File: src/sv/dca_pkg.sv
// ----------------------------------------------------------------------------
// dca_pkg: shared types and constants for the key dedup cache
// Item structs, controller/datapath command and status groups, status codes.
// ----------------------------------------------------------------------------
package dca_pkg;

	localparam int NUM_ENTRIES = 64;
	localparam int KEY_BYTES   = 8;
	localparam int KEY_W       = 64;
	localparam int LEN_W       = 8;
	localparam int SLEN_W      = 4;
	localparam int CNT_W       = 8;
	localparam int ADDR_W      = $clog2(NUM_ENTRIES);
	localparam int INS_W       = 7;
	localparam int MAXLEN_W    = 4;
	localparam int THR_W       = 6;
	localparam int CFG_DATA_W  = 6;
	localparam int CFG_IDX_W   = 1;
	localparam int STATUS_W    = 3;
	localparam int SLOT_W      = 6;

	localparam logic [CFG_IDX_W-1:0] REG_MAX_KEY_LEN = 1'd0;
	localparam logic [CFG_IDX_W-1:0] REG_AGE_THR     = 1'd1;

	localparam logic [MAXLEN_W-1:0] MAXLEN_RST = 4'd8;
	localparam logic [THR_W-1:0]    THR_RST    = 6'd25;
	localparam logic [CNT_W-1:0]    CNT_MAX    = 8'hFF;
	localparam logic [INS_W-1:0]    INS_MAX    = 7'd127;

	localparam logic [STATUS_W-1:0] ST_EMPTY    = 3'd0;
	localparam logic [STATUS_W-1:0] ST_HIT      = 3'd1;
	localparam logic [STATUS_W-1:0] ST_INSERTED = 3'd2;
	localparam logic [STATUS_W-1:0] ST_TOO_LONG = 3'd3;
	localparam logic [STATUS_W-1:0] ST_FULL     = 3'd4;

	typedef struct packed {
		logic [KEY_W-1:0] key_bytes;
		logic [LEN_W-1:0] key_length;
	} in_item_t;

	typedef struct packed {
		logic [STATUS_W-1:0] status;
		logic [SLOT_W-1:0]   slot_index;
		logic                aging_done;
	} out_item_t;

	typedef struct packed {
		logic [SLEN_W-1:0] len;
		logic [KEY_W-1:0]  key;
	} ent_t;

	typedef struct packed {
		logic load;
		logic scan;
		logic age;
		logic decide;
		logic age_end;
		logic emit;
	} cmd_t;

	typedef struct packed {
		logic bypass;
		logic idx_last;
		logic need_age;
		logic out_free;
	} sts_t;

endpackage

File: src/sv/dca_ctrl.sv
// ----------------------------------------------------------------------------
// dca_ctrl: sequencer for the key dedup cache
// Steps one item through capture, table scan, decision, aging when needed and output;
// empty or too-long keys skip from capture straight to output.
module dca_ctrl (
	input  logic          clk,
	input  logic          arst_n,
	input  logic          in_valid,
	output logic          in_ready,
	input  dca_pkg::sts_t sts,
	output dca_pkg::cmd_t cmd
);
	import dca_pkg::*;

	typedef enum logic [7:0] {
		S_IDLE     = 8'b0000_0001,
		S_CHECK    = 8'b0000_0010,
		S_SCAN     = 8'b0000_0100,
		S_SCAN_END = 8'b0000_1000,
		S_DECIDE   = 8'b0001_0000,
		S_AGE      = 8'b0010_0000,
		S_AGE_END  = 8'b0100_0000,
		S_FINISH   = 8'b1000_0000
	} state_t;

	state_t state_q, state_d;

	assign in_ready = (state_q == S_IDLE);

	always_comb begin
		state_d = state_q;
		cmd     = '0;
		case (state_q)
			S_IDLE: begin
				if (in_valid) begin
					cmd.load = 1'b1;
					state_d  = S_CHECK;
				end
			end
			S_CHECK: begin
				state_d = sts.bypass ? S_FINISH : S_SCAN;
			end
			S_SCAN: begin
				cmd.scan = 1'b1;
				if (sts.idx_last) state_d = S_SCAN_END;
			end
			S_SCAN_END: begin
				state_d = S_DECIDE;
			end
			S_DECIDE: begin
				cmd.decide = 1'b1;
				state_d    = sts.need_age ? S_AGE : S_FINISH;
			end
			S_AGE: begin
				cmd.age = 1'b1;
				if (sts.idx_last) state_d = S_AGE_END;
			end
			S_AGE_END: begin
				cmd.age_end = 1'b1;
				state_d     = S_FINISH;
			end
			S_FINISH: begin
				if (sts.out_free) begin
					cmd.emit = 1'b1;
					state_d  = S_IDLE;
				end
			end
			default: state_d = S_IDLE;
		endcase
	end

	always_ff @(posedge clk or negedge arst_n) begin
		if (!arst_n) state_q <= S_IDLE;
		else         state_q <= state_d;
	end

endmodule

File: config.mk
export PLATFORM = sky130hd
export DESIGN_NAME = dca_ctrl
export DESIGN_NICKNAME = d
export VERILOG_FILES = /design/src/sv/dca_pkg.sv /design/src/sv/dca_ctrl.sv
export SDC_FILE = /design/constraint.sdc
export NUM_CORES = 1
export LEC_CHECK = 0
export ABC_AREA = 1
export ABC_CLOCK_PERIOD_IN_PS = 1800
export BUFFER_PORTS_ARGS = -buffer_cell sky130_fd_sc_hd__buf_2
export CORE_UTILIZATION = 30
export DETAILED_ROUTE_END_ITERATION = 10
export GPL_TIMING_DRIVEN = 0
export PLACE_DENSITY = 0.56
export SETUP_SLACK_MARGIN = 0.4
export SLEW_MARGIN = 5
export SYNTH_ARGS = -nofsm -noshare
export SYNTH_HDL_FRONTEND = slang
export SYNTH_SLANG_ARGS = --single-unit
export TNS_END_PERCENT = 1
File: constraint.sdc
create_clock -name clk -period 1.8 [get_ports clk]
set_input_delay 0.18 -clock clk [delete_from_list [all_inputs] [get_ports clk]]
set_output_delay 0.18 -clock clk [all_outputs]
set_load 0.02 [all_outputs]
==> Yosys cells after proc, flatten, opt, wreduce, memory -nomap -nowiden <==
Cells that the tools add are included.
{ "op_classes": {"eq_ne": 12, "n_mux": 15, "reduce_logical": 1} }
{ "op_table": {"columns": ["op", "count"], "rows": [
  ["$pmux 8 s8", 1],
  ["$mux 8", 6],
  ["$eq 8x1->1 const B", 1],
  ["$eq 8x2->1 const B", 1],
  ["$eq 8x3->1 const B", 1],
  ["$eq 8x4->1 const B", 1],
  ["$eq 8x5->1 const B", 1],
  ["$eq 8x6->1 const B", 1],
  ["$eq 8x7->1 const B", 1],
  ["$eq 8x8->1 const B", 1],
  ["$mux 1", 8],
  ["$ne 2x2->1 const B", 4],
  ["$reduce_and 4->1", 1]
]} }
{ "word_totals": {"input_bits": 7, "ff_bits": 8, "out_inout_bits": 7, "wordCells": 29} }

==> Logic depth before layout (Yosys ltp) <==
{ "depth": {"word_depth": 3, "depth_mapped": 9, "depth_no_buf": 9} }

==> Worst setup path before layout <==
No wires, ideal clock.
{ "synth_path": {"path_type": "register -> output", "from": "register state_q[5]", "to": "output port cmd[0] in the netlist's numbering", "stages_incl_launch_ff": 4, "setup_slack_ns": 0.313, "arrival_time_ns": 1.307, "path_buffers": 0, "required_ns": 1.620, "cell_sequence": "dfrtp_1 -> nor2_4 -> inv_1 -> nor4_1"} }
{ "synth_lines": {"columns": ["element", "line", "source"], "rows": [
  ["from (decl)", "dca_ctrl.sv:26", "state_t state_q, state_d;"],
  ["from (signal assigned)", "dca_ctrl.sv:74", "else state_q <= state_d;"],
  ["to (decl)", "dca_ctrl.sv:11", "output dca_pkg::cmd_t cmd"]
]} }

==> results list <==
- In the synthesized netlist, the number of instances is 78.
- Cell count of the worst hold path: 3
- Number of antenna violations at the first check in global routing: 0
- At the worst endpoint, the arrival time is 1.34 ns.
* Final-report setup violation count: 0
- RSZ-0062 raised after global routing: yes
- WS Path Type: reg -> out
- The synthesized netlist contains 17 unique library cells.
- Measured in cells, the most critical reg-to-reg path has a length of 10.
- With fillers left out, the area of the finished cells amounts to 792 um^2.
- Category of cells accounting for the largest share of critical-path delay: simple AND/OR/NAND/NOR gates
- Counting every net in the synthesized netlist gives 85.
* Post-CTS clock slew at the launch and capture registers of the worst setup and hold paths: 0.06 ns
* Slowest cell on the critical path: dfrtp_1
* Synth-to-layout area growth: 35.5%
* Max FFs per register: 8
- The die covers around 0.0021 mm^2.
* Met1 usage: 16.7%
- For the pin with the worst max-slew slack, the measured transition is about 0.18 ns.
- Largest reg by FF count: state_q
- In this run the deepest clock path goes through 2 buffers.
- Final setup slack of the worst path: 0.284 ns
- Met3 Track Usage GR: 7.06%
* FF+latch count, synth: 8
- Vias after detailed routing: 530
* Highest-utilization routing layer at the global route stage: met2
* Total power consumption of the routed design: 0.962 mW
- For met2 alone, demand over resource in global routing was between 20% and 30%.
- In the final layout, the share of cells above drive strength 1 is 46.5%.
* Largest vdd supply drop: roughly 0.00091 V
- Number of slew-limit violations in the final report: 0
- Clock latency on the worst-skew pair, taken at its later pin, is 0.26 ns.
* Pin count of the biggest net entering global routing: 9
* Headroom to the max-slew limit: 87.8%
- Dividing the detail-routed via count by the number of cells gives around 4.2.
- Warning count from the yosys run: 0
- Final critical-path share of the clock period: 84.2%
* Minimum setup slack after placement: a little over 0.5 ns
- Final total negative setup slack: 0 ns
* Vertical die dimension: 46.1 um
* Clock Sink Count: 8
* Required time at the endpoint of the critical path: 1.62 ns
- Achievable frequency: ~0.66 GHz
- The flow ran to the end, and the final reports show no timing, DRC or antenna violations.
* Capturing element type of the critical path: primary output
- Grt total ovfl: 0
- Walking the worst path, the cells encountered are nor2_4 -> nand2_4 -> nor3_2 -> buf_4.
- The detailed router finished its first iteration with 5 violations.
- The clock period could shrink to about 1.5 ns.
* Number of port buffers: 13
- After floorplanning, the core was divided into 15 placement rows.
- Net switching is roughly 45% of the power.
- On the final layout, the worst clock skew is slightly below 0.01 ns.
* Clk root buf: clkbuf_4
- Registers are responsible for 26.7% of the overall power.
* First-pass GRT wire length: ~2100 um
- Path category of the worst min-delay check: in -> reg
- Number of optimization iterations in the first detailed-route pass: 3
- Leakage: 0.433 nW
- After detailed routing, the total wire length is 1240 um.
- Combinational share of power: 57.4%
- Registers with the highest flip-flop counts: state_q: 8 flops
* Width of the die: 46.1 um
- Once detailed placement completed, the half-perimeter wirelength came to slightly below 1000 um.
- Clock buffer count from CTS: 3
- The core region is 0.00178 mm^2.
- Overall track demand over capacity in global routing: between 10% and 20%
* Worst path bufs/invs: 1
- Number of nets at the end of the flow: 109
- 0 antenna diodes ended up in the layout.
- Share of total power in the clock network: 15.9%
* Effective utilization at floorplan: 32.8%
* Mean routed wirelength per cell: 9.82 um
- Total number of cells along the worst setup path: 4
- H-Tree Depth: 1
- Residual DRC count: 0
* Routability-driven placement congestion ratio: 0.732
- Number of global-route vias before repair: 512
- Power per Cell Area: 1220 mW/mm^2
- The final-report hold violation count was 0.
- The largest single stage delay on the critical path is 0.42 ns.
- TritonCTS built the clock tree.
* Final core utilization: 44.4%
- Register area share after synthesis: about 34%
- Of all nets on the critical path, the largest fanout is 5.
- Area post-placement: 687 um^2
- P_int: ~0.53 mW
- DRT antenna net count: 0
* Net switching power: 0.433 mW
* Mean area per synthesized cell: 7.49 um^2
- 14 I/O pins were placed.
- STA classifies the critical path startpoint as a flip-flop.
- Across the run, the number of max-cap violations was 0.
- The mapped netlist covers 584 um^2.
synth_stat cells:
library cell / instances / area [um^2]
nor2_1: 11 / 41.3
nand2_1: 12 / 45.0
a21oi_1: 1 / 5.00
inv_1: 16 / 60.1
o21ai_0: 1 / 5.00
nand2_4: 3 / 33.8
nand2_2: 4 / 25.0
nand4_1: 1 / 6.26
nor3_1: 2 / 10.0
nor4_1: 1 / 6.26
dfrtp_1: 7 / 175
dfstp_2: 1 / 26.3
nand3_2: 1 / 10.0
nand3_1: 5 / 25.0
nor2_2: 2 / 12.5
inv_2: 2 / 7.51
nor2_4: 8 / 90.1
cell type report:
cell class | instances | area, um^2
fill | 194 | 991
multi-input combinational | 52 | 340
sequential | 8 | 201
timing repair buffer | 19 | 125
inverter | 18 | 67.6
tap | 25 | 31.3
clock buffer | 4 | 26.3
worst min-delay path, stage by stage:
cell and delay [ns]:
buf_2 0.09, nand2_1 0.05, nand2_1 0.06
power groups by stage:
stage | Clock [mW] | Sequential [mW] | Combinational [mW]
6_report | 0.153 | 0.257 | 0.552
5_1_grt | 0.169 | 0.260 | 0.610
4_1_cts | 0.160 | 0.257 | 0.541
3_5_place_dp | 0 | 0.267 | 0.450
3_3_place_gp | 0 | 0.265 | 0.446
2_1_floorplan | 0 | 0.262 | 0.366
cells in the final DEF, fill, tap and decap left out, types with 2 or more instances in the layout:
| cell | Yosys | routed |
|---|---|---|
| inv_1 | 16 | 14 |
| nand2_1 | 12 | 12 |
| nor2_1 | 11 | 11 |
| buf_4 | 0 | 10 |
| nor2_4 | 8 | 8 |
| buf_2 | 0 | 8 |
| dfrtp_1 | 7 | 7 |
| nand3_1 | 5 | 4 |
| nand2_2 | 4 | 4 |
| inv_2 | 2 | 4 |
| nand2_4 | 3 | 3 |
| clkbuf_4 | 0 | 3 |
| nor2_2 | 2 | 2 |
| nand3_2 | 1 | 2 |
path summary, 6_finish.rpt:
check | from | endpoint | slack [ns]
min in group asynchronous | arst_n | state_q[2]$_DFFE_PN0P_ | 0.29
max | state_q[5]$_DFFE_PN0P_ | cmd[5] | 0.28
max reg2reg | state_q[0]$_DFFE_PN1P_ | state_q[6]$_DFFE_PN0P_ | 0.42
min | sts[1] | state_q[5]$_DFFE_PN0P_ | 0.14
max in group asynchronous | arst_n | state_q[0]$_DFFE_PN1P_ | 1.26
min reg2reg | state_q[1]$_DFFE_PN0P_ | state_q[4]$_DFFE_PN0P_ | 0.61
routing by layer:
metal / up-vias / share of wire, %
li1: 283 / -
met1: 232 / 45
met2: 13 / 49
met3: 2 / 4.1
met4: 0 / 1.5
met5: - / 0
what timing repair did:
item,in CTS,in global routing
setup buffers,5,0
pin swaps,3,3
gates cloned,0,0
resized for setup,5,5
setup endpoints to repair,7,10
hold buffers,1,0
hold endpoints to repair,8,0
stage by stage:
step,hold WS [ns],std cells
finish,0.144,126
global route,0.141,126
CTS,0.135,126
detailed placement,0.0366,116
global placement,0.0382,116
floorplan,-0.116,78
cell families after synthesis:
family	synth area share, %
DFF	34.5
and+or+nand+nor	52.2
AOI/OAI and AO/OA	1.71
buffers and inverters	11.6
No activity file was read; power rests on OpenSTA's default activity.
