[config.mk]
export PLATFORM = sky130hd
export DESIGN_NAME = dca_datapath
export DESIGN_NICKNAME = d
export VERILOG_FILES = /design/src/sv/dca_pkg.sv /design/src/sv/dca_datapath.sv
export SDC_FILE = /design/constraint.sdc
export NUM_CORES = 2
export LEC_CHECK = 0
export BUFFER_PORTS_ARGS = -buffer_cell sky130_fd_sc_hd__clkbuf_2
export CAP_MARGIN = 20
export CORE_AREA = 10 10 610 612
export DETAILED_ROUTE_END_ITERATION = 6
export DIE_AREA = 0 0 620 622
export PLACE_DENSITY = 0.74
export SLEW_MARGIN = 20
export SYNTH_ARGS = -nofsm -noshare
export SYNTH_HDL_FRONTEND = slang
export SYNTH_MEMORY_MAX_BITS = 65536
export SYNTH_SLANG_ARGS = --single-unit
[constraint.sdc]
create_clock -name clk -period 7.93 [get_ports clk]
set_clock_uncertainty 0.1 [all_clocks]
set_input_delay 0.3965 -clock clk [delete_from_list [all_inputs] [get_ports clk]]
set_output_delay 0.3965 -clock clk [all_outputs]
set_load 0.005 [all_outputs]
[src/sv/dca_pkg.sv]
// ----------------------------------------------------------------------------
// dca_pkg: shared types and constants for the key dedup cache
// Item structs, controller/datapath command and status groups, status codes.
// ----------------------------------------------------------------------------
package dca_pkg;

	localparam int NUM_ENTRIES = 64;
	localparam int KEY_BYTES   = 8;
	localparam int KEY_W       = 64;
	localparam int LEN_W       = 8;
	localparam int SLEN_W      = 4;
	localparam int CNT_W       = 8;
	localparam int ADDR_W      = $clog2(NUM_ENTRIES);
	localparam int INS_W       = 7;
	localparam int MAXLEN_W    = 4;
	localparam int THR_W       = 6;
	localparam int CFG_DATA_W  = 6;
	localparam int CFG_IDX_W   = 1;
	localparam int STATUS_W    = 3;
	localparam int SLOT_W      = 6;

	localparam logic [CFG_IDX_W-1:0] REG_MAX_KEY_LEN = 1'd0;
	localparam logic [CFG_IDX_W-1:0] REG_AGE_THR     = 1'd1;

	localparam logic [MAXLEN_W-1:0] MAXLEN_RST = 4'd8;
	localparam logic [THR_W-1:0]    THR_RST    = 6'd25;
	localparam logic [CNT_W-1:0]    CNT_MAX    = 8'hFF;
	localparam logic [INS_W-1:0]    INS_MAX    = 7'd127;

	localparam logic [STATUS_W-1:0] ST_EMPTY    = 3'd0;
	localparam logic [STATUS_W-1:0] ST_HIT      = 3'd1;
	localparam logic [STATUS_W-1:0] ST_INSERTED = 3'd2;
	localparam logic [STATUS_W-1:0] ST_TOO_LONG = 3'd3;
	localparam logic [STATUS_W-1:0] ST_FULL     = 3'd4;

	typedef struct packed {
		logic [KEY_W-1:0] key_bytes;
		logic [LEN_W-1:0] key_length;
	} in_item_t;

	typedef struct packed {
		logic [STATUS_W-1:0] status;
		logic [SLOT_W-1:0]   slot_index;
		logic                aging_done;
	} out_item_t;

	typedef struct packed {
		logic [SLEN_W-1:0] len;
		logic [KEY_W-1:0]  key;
	} ent_t;

	typedef struct packed {
		logic load;
		logic scan;
		logic age;
		logic decide;
		logic age_end;
		logic emit;
	} cmd_t;

	typedef struct packed {
		logic bypass;
		logic idx_last;
		logic need_age;
		logic out_free;
	} sts_t;

endpackage

[src/sv/dca_datapath.sv]
// ----------------------------------------------------------------------------
// dca_datapath: table storage, scan compare, aging sweep and output register
// Key/length and hit counters live in memories; free bits are flops.
// ----------------------------------------------------------------------------
module dca_datapath (
	input  logic                               clk,
	input  logic                               arst_n,
	input  dca_pkg::in_item_t                  in_item,
	input  logic                               cfg_we,
	input  logic [dca_pkg::CFG_IDX_W-1:0]      cfg_index,
	input  logic [dca_pkg::CFG_DATA_W-1:0]     cfg_data,
	output logic                               out_valid,
	input  logic                               out_ready,
	output dca_pkg::out_item_t                 out_item,
	input  dca_pkg::cmd_t                      cmd,
	output dca_pkg::sts_t                      sts
);
	import dca_pkg::*;

	ent_t             ent_mem [NUM_ENTRIES];
	logic [CNT_W-1:0] cnt_mem [NUM_ENTRIES];

	logic [NUM_ENTRIES-1:0] free_q;
	logic [MAXLEN_W-1:0]    max_len_q;
	logic [THR_W-1:0]       thr_q;
	logic [INS_W-1:0]       ins_cnt_q;

	logic [KEY_W-1:0]  key_q;
	logic [SLEN_W-1:0] len_q;
	logic              bypass_q;
	logic [ADDR_W-1:0] idx_q;

	logic              vld_s1, age_s1;
	logic [ADDR_W-1:0] addr_s1;
	ent_t              ent_s1;
	logic [CNT_W-1:0]  cnt_s1;

	logic              found_q, have_free_q;
	logic [ADDR_W-1:0] found_idx_q, free_idx_q;
	logic [CNT_W-1:0]  found_cnt_q;

	out_item_t res_q, out_q;
	logic      out_valid_q;

	logic [KEY_W-1:0]    key_m;
	logic [MAXLEN_W-1:0] limit;
	logic                is_empty, too_long;
	logic [INS_W-1:0]    ins_next;
	logic                ins_age;
	logic                do_hit, do_ins, age_wr, age_free;
	logic                cnt_we;
	logic [ADDR_W-1:0]   cnt_wa;
	logic [CNT_W-1:0]    cnt_wd;

	// bytes above the length do not take part in the match
	always_comb begin
		key_m = in_item.key_bytes;
		for (int b = 0; b < KEY_W / 8; b++) begin
			if (LEN_W'(b) >= in_item.key_length) key_m[b*8 +: 8] = 8'h00;
		end
	end

	assign limit    = (max_len_q < MAXLEN_W'(KEY_BYTES)) ? max_len_q : MAXLEN_W'(KEY_BYTES);
	assign is_empty = (in_item.key_length == '0);
	assign too_long = (in_item.key_length > LEN_W'(limit));

	assign ins_next = (ins_cnt_q < INS_MAX) ? ins_cnt_q + 1'b1 : ins_cnt_q;
	assign ins_age  = (ins_next > INS_W'(thr_q));

	assign do_hit   = cmd.decide && found_q;
	assign do_ins   = cmd.decide && !found_q && have_free_q;
	assign age_wr   = vld_s1 && age_s1 && !free_q[addr_s1];
	assign age_free = age_wr && (cnt_s1 == '0);

	always_comb begin
		cnt_we = 1'b0;
		cnt_wa = addr_s1;
		cnt_wd = cnt_s1 >> 1;
		if (do_hit) begin
			cnt_we = 1'b1;
			cnt_wa = found_idx_q;
			cnt_wd = (found_cnt_q == CNT_MAX) ? CNT_MAX : found_cnt_q + 1'b1;
		end else if (do_ins) begin
			cnt_we = 1'b1;
			cnt_wa = free_idx_q;
			cnt_wd = ins_age ? CNT_W'(1) : '0;
		end else if (age_wr && !age_free) begin
			cnt_we = 1'b1;
		end
	end

	// memories
	always_ff @(posedge clk) begin
		if (do_ins) ent_mem[free_idx_q] <= '{len: len_q, key: key_q};
		if (cmd.scan) ent_s1 <= ent_mem[idx_q];
	end

	always_ff @(posedge clk) begin
		if (cnt_we) cnt_mem[cnt_wa] <= cnt_wd;
		if (cmd.scan || cmd.age) cnt_s1 <= cnt_mem[idx_q];
	end

	always_ff @(posedge clk) begin
		if (cmd.load) begin
			key_q <= key_m;
			len_q <= in_item.key_length[SLEN_W-1:0];
		end
		if (cmd.scan || cmd.age) addr_s1 <= idx_q;
	end

	always_ff @(posedge clk or negedge arst_n) begin
		if (!arst_n) begin
			max_len_q <= MAXLEN_RST;
			thr_q     <= THR_RST;
		end else if (cfg_we) begin
			case (cfg_index)
				REG_MAX_KEY_LEN: max_len_q <= cfg_data[MAXLEN_W-1:0];
				REG_AGE_THR:     thr_q     <= cfg_data[THR_W-1:0];
				default: ;
			endcase
		end
	end

	always_ff @(posedge clk or negedge arst_n) begin
		if (!arst_n) begin
			free_q      <= '1;
			ins_cnt_q   <= '0;
			bypass_q    <= 1'b0;
			idx_q       <= '0;
			vld_s1      <= 1'b0;
			age_s1      <= 1'b0;
			found_q     <= 1'b0;
			have_free_q <= 1'b0;
			found_idx_q <= '0;
			free_idx_q  <= '0;
			found_cnt_q <= '0;
			res_q       <= '0;
			out_q       <= '0;
			out_valid_q <= 1'b0;
		end else begin
			vld_s1 <= cmd.scan || cmd.age;
			age_s1 <= cmd.age;

			if (cmd.load || cmd.decide) idx_q <= '0;
			else if (cmd.scan || cmd.age) idx_q <= idx_q + 1'b1;

			if (cmd.load) begin
				bypass_q    <= is_empty || too_long;
				found_q     <= 1'b0;
				have_free_q <= 1'b0;
				res_q       <= '{status: is_empty ? ST_EMPTY : ST_TOO_LONG,
					slot_index: '0, aging_done: 1'b0};
			end

			// scan compare, first used match and lowest free slot
			if (vld_s1 && !age_s1) begin
				if (free_q[addr_s1]) begin
					if (!have_free_q) begin
						have_free_q <= 1'b1;
						free_idx_q  <= addr_s1;
					end
				end else if (!found_q && ent_s1.len == len_q && ent_s1.key == key_q) begin
					found_q     <= 1'b1;
					found_idx_q <= addr_s1;
					found_cnt_q <= cnt_s1;
				end
			end

			if (cmd.decide) begin
				if (found_q)
					res_q <= '{status: ST_HIT, slot_index: SLOT_W'(found_idx_q),
						aging_done: 1'b0};
				else if (!have_free_q)
					res_q <= '{status: ST_FULL, slot_index: '0, aging_done: 1'b1};
				else
					res_q <= '{status: ST_INSERTED, slot_index: SLOT_W'(free_idx_q),
						aging_done: ins_age};
			end

			if (do_ins) begin
				free_q[free_idx_q] <= 1'b0;
				ins_cnt_q          <= ins_next;
			end
			if (age_free) free_q[addr_s1] <= 1'b1;
			if (cmd.age_end) ins_cnt_q <= '0;

			if (cmd.emit) begin
				out_valid_q <= 1'b1;
				out_q       <= res_q;
			end else if (out_ready) begin
				out_valid_q <= 1'b0;
			end
		end
	end

	assign sts.bypass   = bypass_q;
	assign sts.idx_last = (idx_q == ADDR_W'(NUM_ENTRIES - 1));
	assign sts.need_age = !found_q && (!have_free_q || ins_age);
	assign sts.out_free = !out_valid_q || out_ready;

	assign out_valid = out_valid_q;
	assign out_item  = out_q;

	a_hit_used: assert property (@(posedge clk) disable iff (!arst_n)
		do_hit |-> !free_q[found_idx_q])
		else $error("hit on a free slot");

	a_ins_free: assert property (@(posedge clk) disable iff (!arst_n)
		do_ins |-> free_q[free_idx_q])
		else $error("insert into a used slot");

	a_age_clear: assert property (@(posedge clk) disable iff (!arst_n)
		cmd.age_end |=> ins_cnt_q == '0)
		else $error("insert count not cleared by aging");

endmodule

Yosys cells after proc, flatten, opt, wreduce, memory -nomap -nowiden
Memory sizes are Yosys's and may differ from the RTL's. A register that Yosys moved wholly into a read port is not among the register bits.
Index checks and enable logic that the tools add are counted.
- flip-flop bits (word level): 207
- RAM bits: 4864
- bits of input ports: 89
- output and inout port bits: 15
- word-level logic and storage cells: 137
- memories kept: 2
- memories (name ; depth ; bits a word ; rd ports ; clocked after memory_dff ; write ports ; RTL line ; source):
    ent_mem ; 64 ; 68 ; 1 ; 1 ; 1 ; dca_datapath.sv:20 ; ent_t ent_mem [NUM_ENTRIES];
    cnt_mem ; 64 ; 8 ; 1 ; 1 ; 1 ; dca_datapath.sv:21 ; logic [CNT_W-1:0] cnt_mem [NUM_ENTRIES];
- add/subtract/negate cells: 3
- $lt $le $gt $ge: 16
- eq/ne operators: 4
- muxes and demuxes: 42
- bitwise logic cells: 6
- reductions and logical operators: 34
- operators by type and width (cell ; number):
    2-to-1 mux 64 bit ; 2
    bitwise AND 64 bit ; 1
    equality test 64 bit ; 1
    inverter 64 bit ; 1
    OR 64 bit ; 1
    2-to-1 mux 10 bit ; 4
    >= comparator 3 x 8 -> 1 bit, first input constant ; 4
    2-to-1 mux 7 bit ; 4
    2-to-1 mux 6 bit ; 4
    2-to-1 mux 1 bit ; 21
    >= comparator 1 x 8 -> 1 bit, first input constant ; 2
    >= comparator 2 x 8 -> 1 bit, first input constant ; 2
    logical NOT 8 bit ; 2
    2-to-1 mux 8 bit ; 2
    < comparator 6 x 7 -> 1 bit, second input constant ; 2
    logical AND 1 bit ; 13
    demux 1 bit (select 6 bit) ; 2
    >= comparator 6 x 1 -> 1 bit, second input constant ; 2
    adder 8 x 1 -> 8 bit, second input constant ; 1
    equality test 8 bit, second input constant ; 1
    > comparator 8 x 4 -> 1 bit ; 1
    nonzero test 2 bit ; 4
    adder 7 x 1 -> 7 bit, second input constant ; 1
    > comparator 7 x 6 -> 1 bit ; 1
    13 further kinds ; 26

Logic depth before layout (Yosys ltp)
- depth in word-level cells: 12
- gate-level depth with buffers: 12
- mapped depth without buffers: 12

Least setup slack after synthesis
OpenSTA, ideal clock, no wires.
- path type: input to register
- start point: input port cmd[2] in the netlist's numbering
- end point: memory ent_mem[15][0] in the netlist's numbering, enable pin
- library setup time: 495 ps
- arrival time: 4469 ps
- required time: 7335 ps
- slack: 2866 ps
- stages on the path: 7
- path through: clkbuf_1 -> nand2_1 -> nor2_1 -> clkbuf_1 -> nand4_1 -> clkbuf_1 -> nor2_1
- longest elaborated chain between the ends: 4
- ends and longest elaborated chain (what ; RTL line ; source):
    from (decl) ; dca_datapath.sv:15 ; input dca_pkg::cmd_t cmd,
    logical AND 1 bit (2 in series) ; dca_datapath.sv:71 ; assign do_ins = cmd.decide && !found_q && have_free_q;
    2-to-1 mux 1 bit ; dca_datapath.sv:94 ; if (do_ins) ent_mem[free_idx_q] <= '{len: len_q, key: key_q};
    2-to-1 mux 1 bit (implied by the code) ; dca_datapath.sv:94 ;
    to (decl) ; dca_datapath.sv:20 ;
Every way passes these cells.

Worst setup path after layout
- start point: register addr_s1[1]
- end point: memory cnt_mem[54][3], enable pin
- longest elaborated chain between the ends: 12
- ends and longest elaborated chain (what ; RTL line ; source):
    from (decl) ; dca_datapath.sv:34 ; logic [ADDR_W-1:0] addr_s1;
    from (signal assigned) ; dca_datapath.sv:108 ; if (cmd.scan || cmd.age) addr_s1 <= idx_q;
    binary-select mux 1 bit (select 6 bit) ; dca_datapath.sv:72 ; assign age_wr = vld_s1 && age_s1 && !free_q[addr_s1];
    2-to-1 mux 1 bit (implied by the code) ; dca_datapath.sv:72 ;
    logical NOT 1 bit ; dca_datapath.sv:72 ;
    logical AND 1 bit ; dca_datapath.sv:72 ;
    logical AND 1 bit ; dca_datapath.sv:73 ; assign age_free = age_wr && (cnt_s1 == '0);
    logical NOT 1 bit ; dca_datapath.sv:87 ; end else if (age_wr && !age_free) begin
    logical AND 1 bit ; dca_datapath.sv:87 ;
    2-to-1 mux 1 bit ; dca_datapath.sv:87 ;
    2-to-1 mux 1 bit ; dca_datapath.sv:83 ; end else if (do_ins) begin
    2-to-1 mux 1 bit ; dca_datapath.sv:79 ; if (do_hit) begin
    2-to-1 mux 1 bit ; dca_datapath.sv:99 ; if (cnt_we) cnt_mem[cnt_wa] <= cnt_wd;
    2-to-1 mux 1 bit (implied by the code) ; dca_datapath.sv:99 ;
    to (decl) ; dca_datapath.sv:21 ;
Several ways; a longest one is shown, not always the timed one. The select of a mux whose other input is x is not followed.

==> metrics.cfg <==
[sta]
relSlewSlack = 0.1645
whs_ns = 0.08573
hold_violations = 0
rsz0062_at_grt = false
setup_viol = 0
fmax_mhz = 193.6
worst_pin_slew_ns = 1.253
maxSlewViolCount = 0
min_period_ns = 5.164
min_period_over_period = 0.6512
fin_tns_setup_ns = 0
finalWorstSetupSlack_ns = 2.766

[clocking]
ctsResizeCount = 0
cts_buffers = 479
cts_root_buffer = clkbuf_16
clk_pin_slew_ns = 0.06
clock-sinks = 5147
max-clock-path-buffers = 4
cts_tree = yes
clkLatencyLatePin_ns = 1.00
htree_levels = 5

[finish]
fin_cells = 13730
seq_area_um2 = 154000
multi_input_area_um2 = 41690
area_growth_pct = 12.61
layout_common_cells = 5014 x edfxtp_1, 1596 x mux4_2, 482 x clkbuf_16
drive_gt1_frac = 0.3246
layout_commonest_cell = edfxtp_1
final_nets = 8619
nFillCells = 23040

[setup_path]
r2r_cells = 8
crit_path_start = addr_s1[1]
arrival_ns = 5.66
path_max_fanout = 32
start_kind = flip-flop
critical_path_class = reg2reg
reg2reg_from = addr_s1[1]
required_ns = 8.43
endpoint_kind = flip-flop

[die]
ios = 104
core_area_um2 = 360600
die_area_um2 = 385600
fp.dieH_um = 622
start_util = 0.5456
core.rowCount = 221
die_x_um = 620

[synth]
synth-edff-count = 5014
synth_flop_cell = edfxtp_1
ys_top_cells_by_area = edfxtp_1 77%, mux4_2 18%, dfstp_2 0.91%, dfrtp_1 0.83%, clkbuf_1 0.51%
yosysWarnings = 0
synth_nets = 8065
syn_inst = 7963
ys_seq_area_frac = 0.7827
syn_area_um2 = 196700
async_flop_share = 0.02584
yosysUniqueCellTypes = 65
avgSynthCellArea_um2 = 24.71
yosys.area.top_type = edfxtp_1
ys_ff_latch = 5147
synth_top_area_frac = 0.7653

[drt]
vias_per_cell = 6.988
via_count = 95920
wirelength_um = 541300
drtIter0Drc = 16760
routedWlPerCell_um = 39.43
ant_nets = 0
drc_errors = 5
drtPass1Iterations = 7

[min_path]
worstHoldPathCells = 2
min_path_type = in2reg
min_from = cmd[3]

[pwr]
switching_share = 0.2189
total_power_w = 0.05675
power_frac_clock = 0.401
ir_drop_uv = 231.7
leakage_nw = 66.78
power_frac_seq = 0.543
combPwrFrac = 0.056
p_int_w = 0.04433
pwr_density_cell_nw_per_um2 = 256.2
power.switching_w = 0.01242

[placed_design]
place_inst = 12730
gp_congestion = 0.8928
port_buffers = 103
dpl_worst_slack_ns = 2.946
dp.final_hpwl_um = 259600

[run_status]
violations = design-rule violations
status = finished, violations left

[flow_run]
maxCapViolCount = 0

[global_routing]
overflow = 0
grt_max_degree = 155
grt_antenna_before_repair = 16
grt_pass1_wl_um = 759600
grt_pass1_vias = 96400
track_usage = 0.2787

## registers in the layout, indices dropped and copies added, names as in the netlist, 7 cells and up
name and cells:
cnt_mem 512, ins_cnt_q 7, found_cnt_q 8, out_item 10
cnt_s1 8, ent_mem 4352, key_q 64, free_q 64
res_q 10, ent_s1 68
## cells by family (layout without fill, tap and decap cells)
group / after synthesis / count (layout) / share of synthesized area
and+or+nand+nor: 407 / 407 / 0.01091
other: 0 / 9 / 0
xor gates and xnor gates: 77 / 77 / 0.003428
buffers and inverters: 432 / 1393 / 0.009178
AOI/OAI and AO/OA: 237 / 237 / 0.007244
DFF: 5147 / 5147 / 0.7827
adders and majority gates: 13 / 13 / 0.0008268
muxes: 1650 / 1650 / 0.1857
## worst max-delay path: stages, from the launching register on
cell	delay, ns
edfxtp_1	1.01
nor2b_1	0.30
a221oi_1	0.46
nor2_1	0.14
a221o_1	0.44
nor3_2	0.75
a31oi_2	0.19
buf_4	0.35
nor3_1	0.98
## routing by layer
metal  vias up  GRT usage  part of all wire
met2      8274     0.4321              0.47
met5         -          0           0.00012
li1      35680          -                 -
met3      1543    0.07596              0.14
met1     50420     0.3767              0.33
met4         8     0.1227             0.054
## synthesized netlist by cell type, drive strengths merged (7+ instances only)
master,number
a21o,9
a21oi,23
a22oi,13
a31oi,10
and2,23
and3,7
buf,149
clkbuf,269
dfrtp,65
dfstp,68
edfxtp,5014
ha,13
inv,14
mux2,41
mux2i,13
mux4,1596
nand2,51
nand3,23
nand4,18
nor2,100
nor2b,67
nor3,66
nor4,21
o21ai,135
o22ai,8
xnor2,26
xor2,51
## final cells by class
class                           instances  share of cell area
Sequential cell                      5147              0.6952
Clock buffer                          583             0.05620
Multi-Input combinational cell       2384              0.1882
Clock inverter                        305             0.01276
Inverter                               14           0.0002372
Tap cell                             4794             0.02708
Antenna cell                            9           0.0001017
Timing Repair Buffer                  491             0.02030
## metrics by stage
step | util | area, um^2
global placement | 0.5684 | 204900
floorplan | - | 196700
CTS | 0.6137 | 221300
global route | 0.6143 | 221500
detailed placement | 0.5687 | 205100
finish | 0.6144 | 221500
## timing repair
action                    in CTS  in global routing
setup buffers                  0                  0
hold buffers                  92                  0
hold endpoints to repair     186                  0
## power by group through the flow
stage               Combinational [W]  Sequential (W)  Clock [W]
finish                        0.00317          0.0308     0.0228
detailed placement            0.00303          0.0314          0
CTS                           0.00311          0.0308     0.0229
floorplan                     0.00161          0.0316          0
global route                  0.00332          0.0308     0.0239
global placement              0.00293          0.0314          0
## worst paths after layout
| path | slack (ns) | end |
|---|---|---|
| worst max-delay path | 2.77 | cnt_mem[54][3] |
| worst min-delay path | 0.09 | age_s1 |
| worst max register to register | 2.77 | cnt_mem[54][3] |
| worst min register to register | 0.39 | res_q[5] |
| max in group asynchronous | 6.51 | idx_q[0] |
| min in group asynchronous | 0.42 | max_len_q[3] |
No activity file was read; power rests on OpenSTA's default activity.
